### src/rtl/core/imbe_pkg.sv
// types and constants of the i2c master byte engine
// no dependencies; used by the interfaces and every module of the block
package imbe_pkg;

    localparam int CMD_W     = 3;
    localparam int BYTE_W    = 8;
    localparam int UNIT_W    = 16;
    localparam int TMO_W     = 8;
    localparam int CFG_IDX_W = 2;
    localparam int CFG_DAT_W = 16;
    localparam int BIT_CNT_W = 4;

    localparam logic [CMD_W-1:0] CMD_NONE  = 3'd0;
    localparam logic [CMD_W-1:0] CMD_START = 3'd1;
    localparam logic [CMD_W-1:0] CMD_STOP  = 3'd2;
    localparam logic [CMD_W-1:0] CMD_WRITE = 3'd3;
    localparam logic [CMD_W-1:0] CMD_READ  = 3'd4;

    localparam logic [CFG_IDX_W-1:0] REG_UNIT_TICKS  = 2'd0;
    localparam logic [CFG_IDX_W-1:0] REG_ACK_TIMEOUT = 2'd1;

    localparam logic [UNIT_W-1:0] UNIT_RESET    = 16'd100;
    localparam logic [TMO_W-1:0]  TIMEOUT_RESET = 8'd50;

    typedef struct packed {
        logic [CMD_W-1:0]  command;
        logic [BYTE_W-1:0] tx_byte;
        logic              send_ack;
        logic              sda_in;
    } t_item;

    typedef struct packed {
        logic              scl_level;
        logic              sda_level;
        logic              sda_drive;
        logic              busy_res;
        logic              done_res;
        logic [BYTE_W-1:0] rx_byte;
        logic              ack_error;
    } t_result;

endpackage

### src/rtl/core/imbe_ifs.sv
// channel interfaces of the i2c master byte engine: tick requests, results, register writes
// depends on imbe_pkg
interface imbe_item_if;
    import imbe_pkg::*;
    logic              valid;
    logic              ready;
    logic [CMD_W-1:0]  command;
    logic [BYTE_W-1:0] tx_byte;
    logic              send_ack;
    logic              sda_in;
    modport source (output valid, command, tx_byte, send_ack, sda_in, input ready);
    modport sink   (input valid, command, tx_byte, send_ack, sda_in, output ready);
endinterface

interface imbe_result_if;
    import imbe_pkg::*;
    logic              valid;
    logic              ready;
    logic              scl_level;
    logic              sda_level;
    logic              sda_drive;
    logic              busy_res;
    logic              done_res;
    logic [BYTE_W-1:0] rx_byte;
    logic              ack_error;
    modport source (output valid, scl_level, sda_level, sda_drive, busy_res, done_res,
                    rx_byte, ack_error, input ready);
    modport sink   (input valid, scl_level, sda_level, sda_drive, busy_res, done_res,
                    rx_byte, ack_error, output ready);
endinterface

interface imbe_cfg_if;
    import imbe_pkg::*;
    logic                 valid;
    logic                 ready;
    logic [CFG_IDX_W-1:0] reg_index;
    logic [CFG_DAT_W-1:0] wdata;
    modport source (output valid, reg_index, wdata, input ready);
    modport sink   (input valid, reg_index, wdata, output ready);
endinterface

### src/rtl/core/imbe_cfg_regs.sv
// configuration registers of the i2c master byte engine and the derived unit length
// depends on imbe_pkg and imbe_cfg_if
module imbe_cfg_regs #(
    parameter int TIMER_WIDTH = 16
) (
    input  logic                        i_clk,
    input  logic                        i_rst_n,
    imbe_cfg_if.sink                    i_cfg,
    output logic [TIMER_WIDTH-1:0]      o_last_count,
    output logic [imbe_pkg::TMO_W-1:0]  o_ack_timeout
);
    import imbe_pkg::*;

    logic [UNIT_W-1:0] r_unit_ticks;
    logic [TMO_W-1:0]  r_ack_timeout;
    logic [UNIT_W-1:0] w_unit_last;

    assign i_cfg.ready = 1'b1;

    always_ff @(posedge i_clk) begin
        if (!i_rst_n) begin
            r_unit_ticks  <= UNIT_RESET;
            r_ack_timeout <= TIMEOUT_RESET;
        end else if (i_cfg.valid) begin
            unique case (i_cfg.reg_index)
                REG_UNIT_TICKS:  r_unit_ticks  <= i_cfg.wdata[UNIT_W-1:0];
                REG_ACK_TIMEOUT: r_ack_timeout <= i_cfg.wdata[TMO_W-1:0];
                default: ;
            endcase
        end
    end

    // zero ticks behaves as one tick
    assign w_unit_last = (r_unit_ticks == '0) ? '0 : (r_unit_ticks - 1'b1);

    generate
        if (TIMER_WIDTH > UNIT_W) begin : g_wide
            assign o_last_count = {{(TIMER_WIDTH-UNIT_W){1'b0}}, w_unit_last};
        end else if (TIMER_WIDTH == UNIT_W) begin : g_same
            assign o_last_count = w_unit_last;
        end else begin : g_sat
            // saturate to the longest unit the timer can count
            assign o_last_count = (|w_unit_last[UNIT_W-1:TIMER_WIDTH]) ? '1
                                : w_unit_last[TIMER_WIDTH-1:0];
        end
    endgenerate

    assign o_ack_timeout = r_ack_timeout;

endmodule

### src/rtl/core/imbe_step.sv
// input register, bus phase sequencer and line registers of the i2c master byte engine
// depends on imbe_pkg
module imbe_step #(
    parameter int TIMER_WIDTH = 16
) (
    input  logic                        i_clk,
    input  logic                        i_rst_n,
    input  logic                        i_in_valid,
    input  imbe_pkg::t_item             i_item,
    output logic                        o_in_ready,
    input  logic [TIMER_WIDTH-1:0]      i_last_count,
    input  logic [imbe_pkg::TMO_W-1:0]  i_ack_timeout,
    input  logic                        i_room,
    output logic                        o_push,
    output imbe_pkg::t_result           o_result
);
    import imbe_pkg::*;

    localparam logic [3:0] PH_IDLE     = 4'd0;
    localparam logic [3:0] PH_START_HI = 4'd1;
    localparam logic [3:0] PH_START_LO = 4'd2;
    localparam logic [3:0] PH_STOP_LO  = 4'd3;
    localparam logic [3:0] PH_STOP_HI  = 4'd4;
    localparam logic [3:0] PH_W_SETUP  = 4'd5;
    localparam logic [3:0] PH_W_HIGH   = 4'd6;
    localparam logic [3:0] PH_W_LOW    = 4'd7;
    localparam logic [3:0] PH_A_REL    = 4'd8;
    localparam logic [3:0] PH_A_HIGH   = 4'd9;
    localparam logic [3:0] PH_R_LOW    = 4'd10;
    localparam logic [3:0] PH_R_HIGH   = 4'd11;
    localparam logic [3:0] PH_K_LOW    = 4'd12;
    localparam logic [3:0] PH_K_HIGH   = 4'd13;

    logic                   r_in_vld;
    t_item                  r_in;
    logic [3:0]             r_phase,  n_phase;
    logic [BIT_CNT_W-1:0]   r_bit,    n_bit;
    logic [TIMER_WIDTH-1:0] r_timer,  n_timer;
    logic [BYTE_W-1:0]      r_shift,  n_shift;
    logic [TMO_W-1:0]       r_retry,  n_retry;
    logic                   r_ack,    n_ack;
    logic                   r_scl,    n_scl;
    logic                   r_sda,    n_sda;
    logic                   r_drv,    n_drv;
    logic                   r_err,    n_err;
    logic [BYTE_W-1:0]      r_rcv,    n_rcv;
    logic                   n_done;
    logic                   w_adv;
    logic [BIT_CNT_W-1:0]   w_bit_inc;
    logic [BYTE_W-1:0]      w_shift_up;

    assign w_adv      = r_in_vld && i_room;
    assign o_in_ready = !r_in_vld || i_room;
    assign o_push     = w_adv;
    assign w_bit_inc  = r_bit + 1'b1;
    assign w_shift_up = {r_shift[BYTE_W-2:0], 1'b0};

    always_ff @(posedge i_clk) begin
        if (!i_rst_n) begin
            r_in_vld <= 1'b0;
        end else if (o_in_ready) begin
            r_in_vld <= i_in_valid;
        end
    end

    always_ff @(posedge i_clk) begin
        if (o_in_ready && i_in_valid) begin
            r_in <= i_item;
        end
    end

    always_comb begin
        n_phase = r_phase;
        n_bit   = r_bit;
        n_timer = r_timer;
        n_shift = r_shift;
        n_retry = r_retry;
        n_ack   = r_ack;
        n_scl   = r_scl;
        n_sda   = r_sda;
        n_drv   = r_drv;
        n_err   = r_err;
        n_rcv   = r_rcv;
        n_done  = 1'b0;
        if (r_phase == PH_IDLE) begin
            n_timer = '0;
            unique case (r_in.command)
                CMD_START: begin
                    {n_scl, n_sda, n_drv} = 3'b111;
                    n_bit   = 4'd1;
                    n_phase = PH_START_HI;
                end
                CMD_STOP: begin
                    {n_scl, n_sda, n_drv} = 3'b001;
                    n_bit   = 4'd1;
                    n_phase = PH_STOP_LO;
                end
                CMD_WRITE: begin
                    n_shift = r_in.tx_byte;
                    n_bit   = '0;
                    n_retry = '0;
                    n_scl   = 1'b0;
                    n_sda   = r_in.tx_byte[BYTE_W-1];
                    n_drv   = 1'b1;
                    n_phase = PH_W_SETUP;
                end
                CMD_READ: begin
                    n_shift = '0;
                    n_bit   = '0;
                    n_ack   = r_in.send_ack;
                    n_scl   = 1'b0;
                    n_drv   = 1'b0;
                    n_phase = PH_R_LOW;
                end
                default: ;
            endcase
        end else if (r_timer < i_last_count) begin
            n_timer = r_timer + 1'b1;
        end else begin
            n_timer = '0;
            unique case (r_phase)
                PH_START_HI: begin
                    if (r_bit != '0) begin
                        n_bit = r_bit - 1'b1;
                    end else begin
                        {n_scl, n_sda, n_drv} = 3'b101;
                        n_bit   = 4'd1;
                        n_phase = PH_START_LO;
                    end
                end
                PH_START_LO: begin
                    if (r_bit != '0) begin
                        n_bit = r_bit - 1'b1;
                    end else begin
                        {n_scl, n_sda, n_drv} = 3'b001;
                        n_phase = PH_IDLE;
                        n_done  = 1'b1;
                    end
                end
                PH_STOP_LO: begin
                    if (r_bit != '0) begin
                        n_bit = r_bit - 1'b1;
                    end else begin
                        {n_scl, n_sda, n_drv} = 3'b111;
                        n_bit   = 4'd1;
                        n_phase = PH_STOP_HI;
                    end
                end
                PH_STOP_HI: begin
                    if (r_bit != '0) begin
                        n_bit = r_bit - 1'b1;
                    end else begin
                        n_phase = PH_IDLE;
                        n_done  = 1'b1;
                    end
                end
                PH_W_SETUP: begin
                    n_scl   = 1'b1;
                    n_phase = PH_W_HIGH;
                end
                PH_W_HIGH: begin
                    n_scl   = 1'b0;
                    n_phase = PH_W_LOW;
                end
                PH_W_LOW: begin
                    n_bit   = w_bit_inc;
                    n_shift = w_shift_up;
                    if (w_bit_inc[BIT_CNT_W-1]) begin
                        // all eight bits out, release sda for the ack slot
                        {n_scl, n_sda, n_drv} = 3'b010;
                        n_phase = PH_A_REL;
                    end else begin
                        n_sda   = w_shift_up[BYTE_W-1];
                        n_phase = PH_W_SETUP;
                    end
                end
                PH_A_REL: begin
                    n_scl   = 1'b1;
                    n_phase = PH_A_HIGH;
                end
                PH_A_HIGH: begin
                    if (!r_in.sda_in) begin
                        n_scl   = 1'b0;
                        n_err   = 1'b0;
                        n_phase = PH_IDLE;
                        n_done  = 1'b1;
                    end else if (r_retry >= i_ack_timeout) begin
                        // no ack in time: flag it and run a stop
                        n_err   = 1'b1;
                        {n_scl, n_sda, n_drv} = 3'b001;
                        n_bit   = 4'd1;
                        n_phase = PH_STOP_LO;
                    end else begin
                        n_retry = r_retry + 1'b1;
                    end
                end
                PH_R_LOW: begin
                    n_scl   = 1'b1;
                    n_shift = {r_shift[BYTE_W-2:0], r_in.sda_in};
                    n_phase = PH_R_HIGH;
                end
                PH_R_HIGH: begin
                    n_bit = w_bit_inc;
                    if (w_bit_inc[BIT_CNT_W-1]) begin
                        n_rcv   = r_shift;
                        n_scl   = 1'b0;
                        n_sda   = !r_ack;
                        n_drv   = 1'b1;
                        n_phase = PH_K_LOW;
                    end else begin
                        n_scl   = 1'b0;
                        n_phase = PH_R_LOW;
                    end
                end
                PH_K_LOW: begin
                    n_scl   = 1'b1;
                    n_phase = PH_K_HIGH;
                end
                PH_K_HIGH: begin
                    n_scl   = 1'b0;
                    n_phase = PH_IDLE;
                    n_done  = 1'b1;
                end
                default: begin
                    n_phase = PH_IDLE;
                end
            endcase
        end
    end

    always_ff @(posedge i_clk) begin
        if (!i_rst_n) begin
            r_phase <= PH_IDLE;
            r_bit   <= '0;
            r_timer <= '0;
            r_shift <= '0;
            r_retry <= '0;
            r_ack   <= 1'b0;
            r_scl   <= 1'b1;
            r_sda   <= 1'b1;
            r_drv   <= 1'b1;
            r_err   <= 1'b0;
            r_rcv   <= '0;
        end else if (w_adv) begin
            r_phase <= n_phase;
            r_bit   <= n_bit;
            r_timer <= n_timer;
            r_shift <= n_shift;
            r_retry <= n_retry;
            r_ack   <= n_ack;
            r_scl   <= n_scl;
            r_sda   <= n_sda;
            r_drv   <= n_drv;
            r_err   <= n_err;
            r_rcv   <= n_rcv;
        end
    end

    always_comb begin
        o_result.scl_level = n_scl;
        o_result.sda_level = n_sda;
        o_result.sda_drive = n_drv;
        o_result.busy_res  = (n_phase != PH_IDLE);
        o_result.done_res  = n_done;
        o_result.rx_byte   = n_rcv;
        o_result.ack_error = n_err;
    end

endmodule

### src/rtl/core/imbe_out_buf.sv
// two-entry result register with skid slot for the i2c master byte engine
// depends on imbe_pkg and imbe_result_if
module imbe_out_buf (
    input  logic              i_clk,
    input  logic              i_rst_n,
    input  logic              i_push,
    input  imbe_pkg::t_result i_data,
    output logic              o_room,
    imbe_result_if.source     o_result
);
    import imbe_pkg::*;

    logic    r_main_vld, n_main_vld;
    logic    r_skid_vld, n_skid_vld;
    t_result r_main,     n_main;
    t_result r_skid,     n_skid;
    logic    w_pop;

    assign w_pop  = r_main_vld && o_result.ready;
    assign o_room = !r_skid_vld;

    always_comb begin
        n_main_vld = r_main_vld;
        n_main     = r_main;
        n_skid_vld = r_skid_vld;
        n_skid     = r_skid;
        if (w_pop) begin
            if (r_skid_vld) begin
                n_main     = r_skid;
                n_skid_vld = 1'b0;
            end else begin
                n_main_vld = 1'b0;
            end
        end
        if (i_push) begin
            if (!n_main_vld) begin
                n_main_vld = 1'b1;
                n_main     = i_data;
            end else begin
                n_skid_vld = 1'b1;
                n_skid     = i_data;
            end
        end
    end

    always_ff @(posedge i_clk) begin
        if (!i_rst_n) begin
            r_main_vld <= 1'b0;
            r_skid_vld <= 1'b0;
        end else begin
            r_main_vld <= n_main_vld;
            r_skid_vld <= n_skid_vld;
        end
    end

    always_ff @(posedge i_clk) begin
        r_main <= n_main;
        r_skid <= n_skid;
    end

    assign o_result.valid     = r_main_vld;
    assign o_result.scl_level = r_main.scl_level;
    assign o_result.sda_level = r_main.sda_level;
    assign o_result.sda_drive = r_main.sda_drive;
    assign o_result.busy_res  = r_main.busy_res;
    assign o_result.done_res  = r_main.done_res;
    assign o_result.rx_byte   = r_main.rx_byte;
    assign o_result.ack_error = r_main.ack_error;

endmodule

### src/rtl/core/i2c_master_byte_engine.sv
// channel    | dir | handshake     | payload
// i_item     | in  | valid / ready | command, tx_byte, send_ack, sda_in
// o_result   | out | valid / ready | scl_level, sda_level, sda_drive, busy_res, done_res,
//            |     |               | rx_byte, ack_error
// i_cfg      | in  | valid / ready | reg_index, wdata (unit_ticks, ack_timeout)
//
// one tick request can be taken every cycle while the result side has room; the request
// is held in the input register, then its result in the result register, before it can be taken
// each request makes one pass through the phase sequencer
// synchronous active-low reset brings the lines to scl high, sda high and driven, idle
// a stalled result sink fills the skid slot; i_item.ready drops once the input register
// also holds a request; i_cfg is always ready
// top level, depends on imbe_pkg, imbe_ifs, imbe_cfg_regs, imbe_step, imbe_out_buf
module i2c_master_byte_engine #(
    parameter int TIMER_WIDTH = 16
) (
    input  logic          i_clk,
    input  logic          i_rst_n,
    imbe_item_if.sink     i_item,
    imbe_result_if.source o_result,
    imbe_cfg_if.sink      i_cfg
);
    import imbe_pkg::*;

    logic [TIMER_WIDTH-1:0] w_last_count;
    logic [TMO_W-1:0]       w_ack_timeout;
    logic                   w_room;
    logic                   w_push;
    logic                   w_in_ready;
    t_item                  w_item;
    t_result                w_result;

    assign w_item.command  = i_item.command;
    assign w_item.tx_byte  = i_item.tx_byte;
    assign w_item.send_ack = i_item.send_ack;
    assign w_item.sda_in   = i_item.sda_in;
    assign i_item.ready    = w_in_ready;

    imbe_cfg_regs #(
        .TIMER_WIDTH (TIMER_WIDTH)
    ) u_cfg (
        .i_clk         (i_clk),
        .i_rst_n       (i_rst_n),
        .i_cfg         (i_cfg),
        .o_last_count  (w_last_count),
        .o_ack_timeout (w_ack_timeout)
    );

    imbe_step #(
        .TIMER_WIDTH (TIMER_WIDTH)
    ) u_step (
        .i_clk         (i_clk),
        .i_rst_n       (i_rst_n),
        .i_in_valid    (i_item.valid),
        .i_item        (w_item),
        .o_in_ready    (w_in_ready),
        .i_last_count  (w_last_count),
        .i_ack_timeout (w_ack_timeout),
        .i_room        (w_room),
        .o_push        (w_push),
        .o_result      (w_result)
    );

    imbe_out_buf u_out (
        .i_clk    (i_clk),
        .i_rst_n  (i_rst_n),
        .i_push   (w_push),
        .i_data   (w_result),
        .o_room   (w_room),
        .o_result (o_result)
    );

endmodule

### src/flat_wrapper.sv
// flat-port wrapper written by rule: the top's interface ports become plain ports
module i2c_master_byte_engine_flat import imbe_pkg::*;
#(
    parameter int TIMER_WIDTH = 16
)
  (i_clk, i_rst_n, i_item_valid, i_item_command, i_item_tx_byte, i_item_send_ack, i_item_sda_in, i_item_ready, o_result_valid, o_result_scl_level, o_result_sda_level, o_result_sda_drive, o_result_busy_res, o_result_done_res, o_result_rx_byte, o_result_ack_error, o_result_ready, i_cfg_valid, i_cfg_reg_index, i_cfg_wdata, i_cfg_ready);
  imbe_item_if i_item_i ();
  imbe_result_if o_result_i ();
  imbe_cfg_if i_cfg_i ();
  input  logic i_clk;
  input  logic i_rst_n;
  input wire logic [$bits(i_item_i.valid)-1:0] i_item_valid;
  input wire logic [$bits(i_item_i.command)-1:0] i_item_command;
  input wire logic [$bits(i_item_i.tx_byte)-1:0] i_item_tx_byte;
  input wire logic [$bits(i_item_i.send_ack)-1:0] i_item_send_ack;
  input wire logic [$bits(i_item_i.sda_in)-1:0] i_item_sda_in;
  output wire logic [$bits(i_item_i.ready)-1:0] i_item_ready;
  output wire logic [$bits(o_result_i.valid)-1:0] o_result_valid;
  output wire logic [$bits(o_result_i.scl_level)-1:0] o_result_scl_level;
  output wire logic [$bits(o_result_i.sda_level)-1:0] o_result_sda_level;
  output wire logic [$bits(o_result_i.sda_drive)-1:0] o_result_sda_drive;
  output wire logic [$bits(o_result_i.busy_res)-1:0] o_result_busy_res;
  output wire logic [$bits(o_result_i.done_res)-1:0] o_result_done_res;
  output wire logic [$bits(o_result_i.rx_byte)-1:0] o_result_rx_byte;
  output wire logic [$bits(o_result_i.ack_error)-1:0] o_result_ack_error;
  input wire logic [$bits(o_result_i.ready)-1:0] o_result_ready;
  input wire logic [$bits(i_cfg_i.valid)-1:0] i_cfg_valid;
  input wire logic [$bits(i_cfg_i.reg_index)-1:0] i_cfg_reg_index;
  input wire logic [$bits(i_cfg_i.wdata)-1:0] i_cfg_wdata;
  output wire logic [$bits(i_cfg_i.ready)-1:0] i_cfg_ready;
  assign i_item_i.valid = i_item_valid;
  assign i_item_i.command = i_item_command;
  assign i_item_i.tx_byte = i_item_tx_byte;
  assign i_item_i.send_ack = i_item_send_ack;
  assign i_item_i.sda_in = i_item_sda_in;
  assign i_item_ready = i_item_i.ready;
  assign o_result_valid = o_result_i.valid;
  assign o_result_scl_level = o_result_i.scl_level;
  assign o_result_sda_level = o_result_i.sda_level;
  assign o_result_sda_drive = o_result_i.sda_drive;
  assign o_result_busy_res = o_result_i.busy_res;
  assign o_result_done_res = o_result_i.done_res;
  assign o_result_rx_byte = o_result_i.rx_byte;
  assign o_result_ack_error = o_result_i.ack_error;
  assign o_result_i.ready = o_result_ready;
  assign i_cfg_i.valid = i_cfg_valid;
  assign i_cfg_i.reg_index = i_cfg_reg_index;
  assign i_cfg_i.wdata = i_cfg_wdata;
  assign i_cfg_ready = i_cfg_i.ready;
  i2c_master_byte_engine #(.TIMER_WIDTH(TIMER_WIDTH)) u_core (.i_clk(i_clk), .i_rst_n(i_rst_n), .i_item(i_item_i), .o_result(o_result_i), .i_cfg(i_cfg_i));
endmodule
### config.mk
export PLATFORM = sky130hd
export DESIGN_NAME = i2c_master_byte_engine_flat
export DESIGN_NICKNAME = d
export VERILOG_FILES = /design/src/rtl/core/imbe_pkg.sv /design/src/rtl/core/imbe_ifs.sv /design/src/rtl/core/imbe_cfg_regs.sv /design/src/rtl/core/imbe_step.sv /design/src/rtl/core/imbe_out_buf.sv /design/src/rtl/core/i2c_master_byte_engine.sv /design/src/flat_wrapper.sv
export SDC_FILE = /design/constraint.sdc
export NUM_CORES = 1
export LEC_CHECK = 0
export BUFFER_PORTS_ARGS = -buffer_cell sky130_fd_sc_hd__buf_2
export CORE_MARGIN = 5
export CORE_UTILIZATION = 35
export CTS_BUF_LIST = sky130_fd_sc_hd__clkbuf_2 sky130_fd_sc_hd__clkbuf_4 sky130_fd_sc_hd__clkbuf_8
export DETAILED_ROUTE_END_ITERATION = 8
export SLEW_MARGIN = 10
export SYNTH_ARGS = -nofsm -noshare
export SYNTH_HDL_FRONTEND = slang
export SYNTH_SLANG_ARGS = --single-unit
### constraint.sdc
create_clock -name i_clk -period 5.15 [get_ports i_clk]
set_input_delay 0.2575 -clock i_clk [delete_from_list [all_inputs] [get_ports i_clk]]
set_output_delay 0.2575 -clock i_clk [all_outputs]
set_load 0.01 [all_outputs]
==> flow_summary.ini <==
[clocking]
postCtsSetupRepairBufs = 0
cts_root_buffer = clkbuf_8
cts_tree = done
cts.htree.levels = 4
clk_pin_slew_ns = 0.08
cts_sinks = 121
clk-insertion-delay-late_ns = 0.45
numCtsBuffers = 17
clockBufferDepth = 2
postCtsHoldBufs = 14
cts-resized-gates = 0

[critical_path]
arrival_ns = 4.70
r2r_start = u_core.u_cfg.r_unit_ticks[2]
cp_data_required_time_ns = 5.51
crit_start = u_core.u_cfg.r_unit_ticks[2]
crit_type = register to register
end_kind = register
rr_endpoint = u_core.u_step.r_shift[1]
worstPathMaxFanout = 16
worstSetupStartpointType = register
r2r_setup_slack_ns = 0.80
r2r_cells = 14

[min_path]
min_from = i_item_valid
min_to = u_core.u_step.r_in_vld
hp-class = input pin to register
hold_depth = 3

[pwr]
ir_drop_uv = 142
leakage_nw = 3.04
power.density_mw_per_mm2 = 292

[detailed_routing]
drt-total-wl_mm = 15.9
drc = 0
vias_per_cell = 5.22
wl_per_cell_um = 14.9
vias = 5597
postRouteAntennaNets = 0
firstDrtPassIters = 5
dr.first_iter.drc_count = 424

[grt]
grt_max_degree = 36
antenna_found_initial = 0
grtUsageMet2_pct = 23.4
grt_pass1_vias = 5368
gr-usage-met1_pct = 21.0
gr-total-overflow = 0
grt_busiest_layer = met2
grt_pass1_wl_mm = 27.1
use_met3_pct = 3.68
track_usage_pct = 15.2

[synthesis]
ys_seq_elements = 121
yosys.area_share.simple_pct = 21.0
synth-edff-count = 27
synth.avg_cell_area_um2 = 8.64
post_synth_inst_count = 771
synth-seq-area-share_pct = 40.4
synth_top_family_by_area = simple AND/OR/NAND/NOR gates
yosys_warnings = 0
ys_types = 70
synthArstFlopShare_pct = 0
yosys.area_share.xor_xnor_pct = 5.00
synth_compound_area_share_pct = 19.1
muxShareOfSynthArea_pct = 4.72
yosysTopAreaCell = dfxtp_1
synth_area_leaders = dfxtp_1 (28%), edfxtp_1 (12%), nand2_1 (7.2%)
yosysMostFrequentCell = nand2_1
ys.flop_type = dfxtp_1
syn_nets = 836
synth_common_cells = nand2_1 (127), dfxtp_1 (94), nor2_1 (77)
syn_area_mm2 = 0.00666
synthAdderAreaFrac_pct = 5.60
yosysTopAreaCellShare_pct = 28.3

[placed_design]
gp_congestion = 0.924
dpl.hpwl_mm = 11.3
dpl_worst_slack_ns = 0.755
io_buffers = 51

[floorplan]
initial_utilization_pct = 35.6
row_count = 50
chipHeight_um = 148
core_area_mm2 = 0.0187
die_w_um = 148
ios = 53
die_area_mm2 = 0.0219

[run_status]
status = finished, final reports clean

[final_layout]
final_nets = 890
syn2layout_area_growth_pct = 15.4
n_fill_cell = 1866
n_antenna_cell = 0
layout-drive-gt1-share_pct = 15.8

[run]
drv_cap = 0

[timing]
grt_setup_unrepaired = no
fmax_mhz = 230
period_needed_ns = 4.35
setup_violations = 0
tightest_slew_ns = 0.871
hold_violations = 0
drv_slew = 0
maxSlewHeadroom_pct = 41.8
setup_tns_ns = 0
min_period_over_period_pct = 84.4
worst_clock_skew_ns = 0.0144
worst_slack_ns = 0.804
## stage by stage
stage                     instances  util [%]  cell area [um2]  power [mW]  hold slack [ns]
after global routing           1072      41.1             7690        2.35           0.0150
final                          1072      41.1             7690        2.24           0.0361
after global placement         1026      38.0             7120        1.32            0.434
after detailed placement       1026      38.0             7120        1.33            0.436
after CTS                      1072      41.1             7690        2.27          0.00174
after floorplan                 771         -             6660        1.24            0.353
## how the worst max path moves through the flow
stage / end / slack [ns] / cells past startpoint
global placement: u_core.u_out.r_skid[1] / 0.88 / 12
global route: u_core.u_step.r_shift[1] / 0.29 / 14
CTS: u_core.u_step.r_shift[1] / 0.74 / 14
floorplan: u_core.u_out.r_skid[10] / 1.34 / 15
finish: u_core.u_step.r_shift[1] / 0.80 / 14
detailed placement: u_core.u_step.r_shift[1] / 0.75 / 14
## power by group
group / internal [mW] / switching (mW)
logic: 0.110 / 0.166
registers: 1.00 / 0.0368
clock network: 0.516 / 0.412
## critical path, cell delays in order (launching register included)
cell and delay (ns):
dfxtp_1 0.36, or4_4 0.58, nor4_1 0.50, nand2_1 0.14, xnor2_1 0.16, nand2_1 0.08
ha_1 0.30, nand4_1 0.16, nor4_1 0.32, o21ai_0 0.20, a31oi_4 0.37, nor2_4 0.14
a211oi_4 0.63, nor2_1 0.08, a211oi_1 0.24
## flip-flops by register name (all words and copies together), names as in the netlist, 13 cells and up
register and flops:
u_core.u_step.r_in 13, u_core.u_out.r_skid 14, u_core.u_step.r_timer 16, u_core.u_cfg.r_unit_ticks 16
## layer usage
layer | routed length [um] | part of all wire (%)
met5 | 0 | 0
met4 | 267 | 1.7
met3 | 1020 | 6.4
met2 | 7100 | 45
met1 | 7540 | 47
## layout by cell type (no fill, tap or decap), types with 6 or more instances in the layout
master and n:
inv_1 23, nor2b_1 7, a31oi_1 7, o21ai_0 52
buf_2 51, nand2_1 127, xnor2_1 18, nor3_1 14
nand4_1 9, nand2b_1 6, buf_4 12, nand3_1 27
nor2_1 77, mux2_2 11, a21oi_1 51, dfxtp_1 94
a22oi_1 9, nor4_1 6, clkbuf_8 19, mux2i_1 19
a211oi_1 12, o211ai_1 6, edfxtp_1 27, xor2_1 20
dlygate4sd3_1 14, ha_1 29
## final cells by class
type                    instances  area (um2)  area share [%]
clock inverters                12         161            2.10
well taps                     234         293            3.81
inverters                      24        90.1            1.17
flip-flops and latches        121        2690            35.0
repair buffers                 77         485            6.32
multi-input cells             584        3690            48.1
clock buffers                  20         269            3.50
## cell families (layout without fill, tap and decap cells)
family | Yosys count | in the layout
AOI/OAI and AO/OA | 185 | 185
xor gates and xnor gates | 38 | 38
adders and majority gates | 30 | 30
buffers and inverters | 66 | 133
DFF | 121 | 121
muxes | 30 | 30
other | 1 | 1
and+or+nand+nor | 300 | 300
(Power assumes the default switching activity.)
